===== src/design/pqe_pkg.sv =====
// ----------------------------------------------------------------------------
// pqe_pkg
// Shared types and constants of the uniform PCM quantiser and serial encoder.
// ----------------------------------------------------------------------------
package pqe_pkg;

    localparam int LVL_W     = 16;
    localparam int AMP_W     = 15;
    localparam int LC_W      = 17;
    localparam int BC_W      = 5;
    localparam int DEN_W     = 16;
    localparam int PROD_W    = LC_W + DEN_W;
    localparam int CFG_IDX_W = 2;
    localparam int CFG_DAT_W = 17;

    localparam int DIV_STAGES     = 4;
    localparam int BITS_PER_STAGE = LVL_W / DIV_STAGES;

    localparam logic [CFG_IDX_W-1:0] CFG_AMPLITUDE   = 2'd0;
    localparam logic [CFG_IDX_W-1:0] CFG_LEVEL_COUNT = 2'd1;
    localparam logic [CFG_IDX_W-1:0] CFG_BIT_COUNT   = 2'd2;

    localparam logic [AMP_W-1:0] AMP_RESET = 15'd32767;
    localparam logic [LC_W-1:0]  LC_RESET  = 17'd256;
    localparam logic [BC_W-1:0]  BC_RESET  = 5'd8;

    localparam logic [LC_W-1:0]  LC_MIN = 17'd2;
    localparam logic [LC_W-1:0]  LC_MAX = 17'd65536;

    // one request in flight through the divider
    typedef struct packed {
        logic             hi;
        logic             lo;
        logic [DEN_W-1:0] rem;
        logic [LVL_W-1:0] num;
        logic [LVL_W-1:0] quo;
    } t_div;

endpackage


===== src/design/pqe_front.sv =====
// ----------------------------------------------------------------------------
// pqe_front
// Range check, offset by amplitude and scaling by the level count.
// ----------------------------------------------------------------------------
module pqe_front
    import pqe_pkg::*;
#(
    parameter int SAMPLE_WIDTH = 16
) (
    input  logic                    i_clk,
    input  logic                    i_rst_n,
    input  logic                    i_adv,
    input  logic                    i_valid,
    input  logic [SAMPLE_WIDTH-1:0] i_sample,
    input  logic [AMP_W-1:0]        i_amp,
    input  logic [LC_W-1:0]         i_lc,
    output logic                    o_valid,
    output t_div                    o_div
);

    localparam int CMP_W = ((SAMPLE_WIDTH > DEN_W) ? SAMPLE_WIDTH : DEN_W) + 1;

    logic [CMP_W-1:0]  s_ext;
    logic [CMP_W-1:0]  a_ext;
    logic [CMP_W-1:0]  sum;
    logic [CMP_W-1:0]  diff;
    logic              hi;
    logic              lo;
    logic [PROD_W-1:0] prod;

    logic              r_s1_valid;
    logic              r_s1_hi;
    logic              r_s1_lo;
    logic [DEN_W-1:0]  r_s1_sum;
    logic              r_s2_valid;
    t_div              r_s2;

    assign s_ext = {{(CMP_W-SAMPLE_WIDTH){i_sample[SAMPLE_WIDTH-1]}}, i_sample};
    assign a_ext = {{(CMP_W-AMP_W){1'b0}}, i_amp};
    assign sum   = s_ext + a_ext;
    assign diff  = s_ext - a_ext;
    assign hi    = ~diff[CMP_W-1];
    assign lo    = sum[CMP_W-1] | (sum == '0);

    assign prod  = i_lc * {{(PROD_W-DEN_W){1'b0}}, r_s1_sum};

    always_ff @(posedge i_clk) begin
        if (!i_rst_n) begin
            r_s1_valid <= 1'b0;
            r_s2_valid <= 1'b0;
        end else if (i_adv) begin
            r_s1_valid <= i_valid;
            r_s2_valid <= r_s1_valid;
        end
    end

    always_ff @(posedge i_clk) begin
        if (i_adv) begin
            r_s1_hi   <= hi;
            r_s1_lo   <= lo;
            r_s1_sum  <= sum[DEN_W-1:0];
            r_s2.hi   <= r_s1_hi;
            r_s2.lo   <= r_s1_lo;
            r_s2.rem  <= prod[PROD_W-2:LVL_W];
            r_s2.num  <= prod[LVL_W-1:0];
            r_s2.quo  <= '0;
        end
    end

    assign o_valid = r_s2_valid;
    assign o_div   = r_s2;

endmodule


===== src/design/pqe_div_stage.sv =====
// ----------------------------------------------------------------------------
// pqe_div_stage
// One registered slice of the restoring divider, BITS_PER_STAGE quotient bits a slice.
// ----------------------------------------------------------------------------
module pqe_div_stage
    import pqe_pkg::*;
(
    input  logic             i_clk,
    input  logic             i_rst_n,
    input  logic             i_adv,
    input  logic             i_valid,
    input  t_div             i_div,
    input  logic [DEN_W-1:0] i_den,
    output logic             o_valid,
    output t_div             o_div
);

    t_div             nxt;
    logic             r_valid;
    t_div             r_div;

    always_comb begin
        logic [DEN_W:0] t;
        logic           ge;
        nxt = i_div;
        for (int k = 0; k < BITS_PER_STAGE; k++) begin
            t       = {nxt.rem, nxt.num[LVL_W-1]};
            ge      = (t >= {1'b0, i_den});
            nxt.rem = ge ? DEN_W'(t - {1'b0, i_den}) : t[DEN_W-1:0];
            nxt.quo = {nxt.quo[LVL_W-2:0], ge};
            nxt.num = {nxt.num[LVL_W-2:0], 1'b0};
        end
    end

    always_ff @(posedge i_clk) begin
        if (!i_rst_n) begin
            r_valid <= 1'b0;
        end else if (i_adv) begin
            r_valid <= i_valid;
        end
    end

    always_ff @(posedge i_clk) begin
        if (i_adv) begin
            r_div <= nxt;
        end
    end

    assign o_valid = r_valid;
    assign o_div   = r_div;

endmodule


===== src/design/pqe_serial.sv =====
// ----------------------------------------------------------------------------
// pqe_serial
// Shifts the level out MSB first, one bit a cycle, marking the final bit.
// ----------------------------------------------------------------------------
module pqe_serial
    import pqe_pkg::*;
#(
    parameter int MAX_BITS = 16
) (
    input  logic                                    i_clk,
    input  logic                                    i_rst_n,
    input  logic                                    i_valid,
    input  logic [LVL_W-1:0]                        i_level,
    input  logic [((MAX_BITS > 1) ? $clog2(MAX_BITS) : 1)-1:0] i_nb_m1,
    output logic                                    o_take,
    output logic                                    o_strobe,
    output logic                                    o_pcm_bit,
    output logic [LVL_W-1:0]                        o_level,
    output logic                                    o_last_bit
);

    localparam int POS_W = (MAX_BITS > 1) ? $clog2(MAX_BITS) : 1;
    localparam int EXT_W = (MAX_BITS > LVL_W) ? MAX_BITS : LVL_W;

    logic             r_act;
    logic [POS_W-1:0] r_pos;
    logic [LVL_W-1:0] r_lvl;
    logic             at_end;
    logic [EXT_W-1:0] shifted;

    assign at_end = (r_pos == '0);
    assign o_take = ~r_act | at_end;

    always_ff @(posedge i_clk) begin
        if (!i_rst_n) begin
            r_act <= 1'b0;
        end else if (i_valid && o_take) begin
            r_act <= 1'b1;
        end else if (r_act && at_end) begin
            r_act <= 1'b0;
        end
    end

    always_ff @(posedge i_clk) begin
        if (i_valid && o_take) begin
            r_pos <= i_nb_m1;
            r_lvl <= i_level;
        end else if (r_act && !at_end) begin
            r_pos <= r_pos - 1'b1;
        end
    end

    assign shifted    = {{(EXT_W-LVL_W){1'b0}}, r_lvl} >> r_pos;
    assign o_strobe   = r_act;
    assign o_pcm_bit  = shifted[0];
    assign o_level    = r_lvl;
    assign o_last_bit = at_end;

endmodule


===== src/design/pcm_quantize_encode.sv =====
// ----------------------------------------------------------------------------
// pcm_quantize_encode
// A taken request passes the range check, scaling and divider registers; the
// first bit of its word is on the outputs once the serialiser takes the word.
// Words are bit_count bits long (clamped to 1..MAX_BITS), sent one bit a cycle
// by the serialiser; the six-stage pipeline stalls as one while it waits for it.
// The output cannot be held off. Synchronous reset clears all valid state
// and restores amplitude 32767, 256 levels and 8 bits per word.
// ----------------------------------------------------------------------------
module pcm_quantize_encode
    import pqe_pkg::*;
#(
    parameter int SAMPLE_WIDTH = 16,
    parameter int MAX_BITS     = 16
) (
    input  logic                    i_clk,
    input  logic                    i_rst_n,
    input  logic                    start,
    output logic                    busy,
    input  logic [SAMPLE_WIDTH-1:0] i_sample,
    input  logic                    i_cfg_valid,
    output logic                    o_cfg_ready,
    input  logic [CFG_IDX_W-1:0]    i_cfg_index,
    input  logic [CFG_DAT_W-1:0]    i_cfg_data,
    output logic                    o_strobe,
    output logic                    o_pcm_bit,
    output logic [LVL_W-1:0]        o_level,
    output logic                    o_last_bit
);

    localparam int POS_W = (MAX_BITS > 1) ? $clog2(MAX_BITS) : 1;

    logic [AMP_W-1:0] r_amplitude;
    logic [LC_W-1:0]  r_level_count;
    logic [BC_W-1:0]  r_bit_count;

    logic [AMP_W-1:0] amp_eff;
    logic [LC_W-1:0]  lc_eff;
    logic [LVL_W-1:0] lc_m1;
    logic [DEN_W-1:0] den;
    logic [5:0]       nb;
    logic [POS_W-1:0] nb_m1;

    logic             adv;
    logic             take;
    logic             div_valid [DIV_STAGES+1];
    t_div             div_data  [DIV_STAGES+1];
    logic [LVL_W-1:0] level_in;

    assign o_cfg_ready = 1'b1;

    always_ff @(posedge i_clk) begin
        if (!i_rst_n) begin
            r_amplitude   <= AMP_RESET;
            r_level_count <= LC_RESET;
            r_bit_count   <= BC_RESET;
        end else if (i_cfg_valid && o_cfg_ready) begin
            case (i_cfg_index)
                CFG_AMPLITUDE:   r_amplitude   <= i_cfg_data[AMP_W-1:0];
                CFG_LEVEL_COUNT: r_level_count <= i_cfg_data[LC_W-1:0];
                CFG_BIT_COUNT:   r_bit_count   <= i_cfg_data[BC_W-1:0];
                default: ;
            endcase
        end
    end

    // effective settings
    always_comb begin
        amp_eff = (r_amplitude == '0) ? AMP_W'(1) : r_amplitude;
        if (r_level_count < LC_MIN) begin
            lc_eff = LC_MIN;
        end else if (r_level_count > LC_MAX) begin
            lc_eff = LC_MAX;
        end else begin
            lc_eff = r_level_count;
        end
        lc_m1 = LVL_W'(lc_eff - 1'b1);
        den   = {amp_eff, 1'b0};
        if (r_bit_count == '0) begin
            nb = 6'd1;
        end else if ({1'b0, r_bit_count} > 6'(MAX_BITS)) begin
            nb = 6'(MAX_BITS);
        end else begin
            nb = {1'b0, r_bit_count};
        end
        nb_m1 = POS_W'(nb - 1'b1);
    end

    assign adv  = ~div_valid[DIV_STAGES] | take;
    assign busy = ~adv;

    pqe_front #(
        .SAMPLE_WIDTH (SAMPLE_WIDTH)
    ) u_front (
        .i_clk    (i_clk),
        .i_rst_n  (i_rst_n),
        .i_adv    (adv),
        .i_valid  (start),
        .i_sample (i_sample),
        .i_amp    (amp_eff),
        .i_lc     (lc_eff),
        .o_valid  (div_valid[0]),
        .o_div    (div_data[0])
    );

    for (genvar g = 0; g < DIV_STAGES; g++) begin : g_div
        pqe_div_stage u_div (
            .i_clk   (i_clk),
            .i_rst_n (i_rst_n),
            .i_adv   (adv),
            .i_valid (div_valid[g]),
            .i_div   (div_data[g]),
            .i_den   (den),
            .o_valid (div_valid[g+1]),
            .o_div   (div_data[g+1])
        );
    end

    always_comb begin
        if (div_data[DIV_STAGES].hi) begin
            level_in = lc_m1;
        end else if (div_data[DIV_STAGES].lo) begin
            level_in = '0;
        end else begin
            level_in = div_data[DIV_STAGES].quo;
        end
    end

    pqe_serial #(
        .MAX_BITS (MAX_BITS)
    ) u_serial (
        .i_clk      (i_clk),
        .i_rst_n    (i_rst_n),
        .i_valid    (div_valid[DIV_STAGES]),
        .i_level    (level_in),
        .i_nb_m1    (nb_m1),
        .o_take     (take),
        .o_strobe   (o_strobe),
        .o_pcm_bit  (o_pcm_bit),
        .o_level    (o_level),
        .o_last_bit (o_last_bit)
    );

endmodule


===== config.mk =====
export PLATFORM = sky130hd
export DESIGN_NAME = pcm_quantize_encode
export DESIGN_NICKNAME = d
export VERILOG_FILES = /design/src/design/pqe_pkg.sv /design/src/design/pqe_front.sv /design/src/design/pqe_div_stage.sv /design/src/design/pqe_serial.sv /design/src/design/pcm_quantize_encode.sv
export SDC_FILE = /design/constraint.sdc
export NUM_CORES = 2
export LEC_CHECK = 0
export BUFFER_PORTS_ARGS = -buffer_cell sky130_fd_sc_hd__buf_2
export CORE_UTILIZATION = 26
export DETAILED_ROUTE_END_ITERATION = 10
export GPL_ROUTABILITY_DRIVEN = 1
export PLACE_DENSITY = 0.48
export SLEW_MARGIN = 15
export SYNTH_ARGS = -nofsm -noshare
export SYNTH_HDL_FRONTEND = slang
export SYNTH_SLANG_ARGS = --single-unit

===== constraint.sdc =====
create_clock -name i_clk -period 9.9 [get_ports i_clk]
set_input_delay 0.99 -clock i_clk [delete_from_list [all_inputs] [get_ports i_clk]]
set_output_delay 0.99 -clock i_clk [all_outputs]
set_load 0.03 [all_outputs]

Word-level counts from Yosys, hierarchy flattened
Cells that the tools add are included.
{ "totals": {"ff_bits": 236, "elab_cells": 127} }
{ "classes": {"add_sub_neg": 20, "multipliers": 1, "n_lt_le_gt_ge": 19, "eq_ne": 2, "shifts": 1, "muxes": 26, "bitwise": 7, "reduce_logical": 14} }
{ "op_table": {"columns": ["op", "count"], "rows": [
  ["$ge 17x16->1", 16],
  ["$mux 16", 17],
  ["$sub 16x16->16", 15],
  ["$mux 17", 2],
  ["$mul 17x16->32", 1],
  ["$add 16x16->17", 1],
  ["$gt 17x17->1 const B", 1],
  ["$logic_not 17->1", 1],
  ["$lt 17x2->1 const B", 1],
  ["$sub 16x16->17", 1],
  ["$mux 4", 4],
  ["$shr 16x4->1", 1],
  ["$sub 16x1->16 const B", 1],
  ["$logic_not 15->1", 1],
  ["$mux 15", 1],
  ["$sub 4x1->4 const B", 2],
  ["$reduce_and 2->1", 3],
  ["$gt 5x5->1 const B", 1],
  ["$logic_not 5->1", 1],
  ["$logic_not 4->1", 1],
  ["$not 1->1", 4],
  ["$reduce_bool 2->1", 2],
  ["$logic_and 1x1->1", 3],
  ["$or 1x1->1", 3],
  ["5 further kinds", 6]
]} }

Depth between registers and ports, before layout
{ "logic_depth": {"word_depth": 10, "ltp_mapped": 50} }

Modules after synthesis
Synthesis repeated with hierarchy kept, for this count alone.
{ "unflattened": {"cells_unflattened": 3927, "hier_area_um2": 36515.0} }
{ "modules_own_cells": {"columns": ["mod", "instances", "cells_each", "area_each_um2", "seq_area_each_um2"], "rows": [
  ["pqe_front", 1, 1270, 11822.6, 1601.5],
  ["pqe_div_stage at g_div[1].u_div", 1, 636, 5831.8, 1401.3],
  ["pqe_div_stage at g_div[3].u_div", 1, 593, 5405.2, 1401.3],
  ["pqe_div_stage at g_div[2].u_div", 1, 529, 5197.5, 1401.3],
  ["pqe_div_stage at g_div[0].u_div", 1, 533, 5097.4, 1401.3],
  ["pcm_quantize_encode", 1, 319, 2272.2, 740.7],
  ["pqe_serial", 1, 47, 888.4, 620.6]
]} }

Least setup slack after synthesis
No wires, ideal clock.
{ "synth_timing": {"path_kind": "reg2reg", "start": "register r_amplitude[13]", "end": "register g_div[1].u_div.r_div, in the netlist g_div[1].u_div.o_div[40] (data pin)", "setup_time_ns": 0.260, "arrival_time_ns": 10.530, "t_required_ns": 9.640, "slack_ns": -0.890, "path_stages_with_launch": 50, "path_buffers": 7, "period_less_slack_ns": 10.790, "cell_sequence": "dfxtp_1 -> nor4_1 -> a41o_1 -> ha_1 -> inv_1 -> fa_1 -> a211oi_1 -> o21bai_1 -> a211oi_2 -> a21o_2 -> a32o_1 -> buf_4 -> clkbuf_1 -> nor2_1 -> a21oi_1 -> fa_1 -> nor2b_1 -> o31a_1 -> [14 not listed] -> o31a_1 -> o221ai_1 -> a21oi_1 -> a31oi_4 -> buf_4 -> mux2_2 -> fa_1 -> nand2b_1 -> a21boi_0 -> o21ai_0 -> a21oi_1 -> o211ai_1 -> a31oi_1 -> a211o_1 -> a211oi_1 -> mux2i_2 -> buf_6 -> mux2_4"} }
{ "synth_lines": {"columns": ["element", "line_no", "source"], "rows": [
  ["start: declaration", "pcm_quantize_encode.sv:33", "logic [AMP_W-1:0] r_amplitude;"],
  ["start signal: assignment", "pcm_quantize_encode.sv:59", "CFG_AMPLITUDE: r_amplitude <= i_cfg_data[AMP_W-1:0];"],
  ["end signal: assignment", "pqe_div_stage.sv:45", "r_div <= nxt;"],
  ["end: declaration", "pqe_div_stage.sv:20", "t_div r_div;"]
]} }

==> results.cfg <==
[outcome]
outcome = finished clean

[cells_and_area]
fin_nets = 4426
area_delta_synth_final_pct = 20.9
regArea_sq_um = 6650
drive_above_1_share = 0.184
fillerInstances = 12500
fin_cells = 5409
multi_input_area_sq_um = 23300

[yosys]
ys_types = 83
synth_edf_count = 192
syn_area_sq_um = 31100
ys_seq_area_frac = 0.214
synth_top_flop_cell = edfxtp_1
syn_inst = 3434
synth-seq-cells = 236
syn_nets = 4075
synth_top_cell_by_area = edfxtp_1
synth_top_area_share = 0.185
avgSynthCellArea_sq_um = 9.06
synthTopCellsByArea = edfxtp_1, ha_1, fa_1
async_flop_share = 0
yosys_warnings = 0

[critical_path]
end_kind = flip-flop
critPathSlowestCell = or3_4
path_max_fanout = 7
path_class = reg -> reg
worst_r2r_path_depth = 44
timing.rr.end = g_div[1].u_div.o_div[46]
crit_start = r_amplitude[13]
critical_path_required_ns = 10.24
crit_arrival_ns = 10.19
cp-start-kind = flip-flop
cp_common_cell = ha_4
r2r-start = r_amplitude[13]
critPathMaxStageDelay_ns = 0.39
ff2ff_setup_slack_ns = 0.05

[detailed_routing]
via_per_inst = 4.81
ant_nets = 0
drtIter0Drc = 1622
wl_per_cell_microns = 17.7
drt-total-wl_mm = 95.5
route.detailed.drc = 0
first_pass_iters = 5
via_count = 26000

[clock_network]
cts_root_buf = clkbuf_16
cts-htree-levels = 1
postCtsHoldBufs = 0
clk_pin_slew_ns = 0.07
cts.sinks = 236
clockBufferDepth = 3
cts_buffers = 29
cts_tree = done
worstSkewPairLatency_ns = 0.60

[job]
maxCapViolations = 0

[pwr]
power.leakage_nw = 17.8
power.density_nw_per_um2 = 332
ir_drop_mv = 0.288

[global_routing]
antenna_found_initial = 1
grt_pass1_wl_mm = 149
met3_usage = 0.0114
overflow = 0
grt_util_met2 = 0.263
grt_max_degree = 82
globalRouteTotalUtil = 0.155
use_met1 = 0.214
grt_busiest_layer = met2
grt_pass1_vias = 26000

[placement]
gp_congestion = 0.905
portBuffers = 58
placed_cells = 5317
dp_hpwl_mm = 77.1

[die]
core_sq_um = 118000
die_width_microns = 348
die_h_microns = 348
num_io_pins = 60
row_count = 126
start_util = 0.263
dieArea_sq_um = 121000

[sta]
setup_viol = 0
rsz0062_at_grt = true
fin_crit_sh = 0.995
whs_ns = 0.388
timing.final.hold_violations = 0
relSlewSlack = 0.300
worstMarginPinSlew_ns = 1.05
finalCriticalPeriod_ns = 9.85
skew_ns = 0.0390
fmax_mhz = 102
maxSlewViolCount = 0

[hold_path]
hp-start = g_div[2].u_div.o_div[8]
hold_end = g_div[3].u_div.o_div[12]
worstHoldPathCells = 0
hold_path_class = reg -> reg
-- where the power goes --
part | total (mW) | internal (mW) | leakage, nW | switching (mW)
Combinational | 9.60 | 4.85 | 14.8 | 4.75
Sequential | 1.82 | 1.56 | 2.48 | 0.258
Clock | 1.06 | 0.617 | 0.465 | 0.447
Total | 12.5 | 7.03 | 17.8 | 5.45
-- what timing repair did --
item,in CTS,in global routing
gates resized for setup,12,118
cloned,0,3
pin swaps,4,50
setup endpoints to repair,31,49
setup buffers,2,32
-- layout make-up --
cell class | instances | area share
antenna | 1 | 0.0000665
clock buffer | 38 | 0.0210
clock inverter | 16 | 0.00409
inverter | 351 | 0.0354
multi-input combinational | 2734 | 0.620
sequential | 236 | 0.177
tap | 1600 | 0.0532
timing repair buffer | 433 | 0.0894
-- how the worst max path moves through the flow --
stage,end,cells after the start
after floorplan,g_div[1].u_div.o_div[40],47
after global placement,g_div[1].u_div.o_div[36],43
after detailed placement,g_div[1].u_div.o_div[47],44
after CTS,g_div[3].u_div.o_div[0],44
after global routing,g_div[1].u_div.o_div[46],46
final,g_div[1].u_div.o_div[46],44
-- cell usage after synthesis, drive strengths merged, types with 42 or more instances --
cell type	instances
nor2	165
nand2b	46
dfxtp	44
nand3	56
and3	61
xnor2	132
clkbuf	89
nor2b	64
edfxtp	192
mux2	125
a21oi	180
o21ai	155
nor3	58
and2	86
fa	223
a21o	72
inv	351
xor2	71
nand2	392
ha	379
o21a	42
-- per-layer routing --
layer,wire (microns),share of wire
met1,44600,0.47
met2,45600,0.48
met3,3130,0.033
met4,2160,0.023
met5,13,0.00014
-- layout by cell type, fill, tap and decap left out, types with 71 or more instances in the layout --
master	synthesis	routed
buf_4	3	350
edfxtp_1	192	192
nor2_1	165	163
xor2_1	71	71
and2_1	83	81
ha_1	379	363
inv_1	346	344
a21oi_1	180	166
nand2_1	392	389
xnor2_1	132	132
a21o_1	71	71
o21ai_0	146	125
fa_1	223	220
mux2_2	90	83
-- critical path: cells and delay by family (launching register included) --
kind / cells / cell delay (ns)
compound gates: 20 / 4.07
fa+ha+maj: 5 / 1.26
buf+inv: 6 / 0.80
flops: 1 / 0.31
mux: 5 / 1.56
simple gates: 8 / 1.56
-- cell families after synthesis --
group | after synthesis | synth area share
other | 1 | 0.000121
DFF | 236 | 0.214
adders and majority gates | 602 | 0.296
xor gates and xnor gates | 203 | 0.0572
AOI/OAI and AO/OA | 706 | 0.149
muxes | 161 | 0.0599
and+or+nand+nor | 1061 | 0.167
buffers and inverters | 464 | 0.0571
-- per-stage QoR --
step	total power, mW	worst slack [ns]	instance area (sq um)	utilization	setup TNS (ns)
final	12.5	0.0524	37600	0.318	0
after global routing	13.6	-0.320	37600	0.318	-6.42
after CTS	12.1	0.00281	36800	0.311	0
after detailed placement	10.9	-0.189	35800	0.302	-3.30
after global placement	11.0	0.0121	35800	0.302	0
after floorplan	7.93	0.00341	31300	-	0
-- state kept, by name (all words and copies together) (netlist names), 4 cells and up --
signal / count
u_front.r_s1_sum: 16
g_div.u_div.o_valid: 4
r_level_count: 17
u_serial.o_level: 16
u_serial.r_pos: 4
g_div.u_div.o_div: 120
u_front.o_div: 34
r_amplitude: 15
r_bit_count: 5
Note: power is estimated with default switching activity, not from simulation.
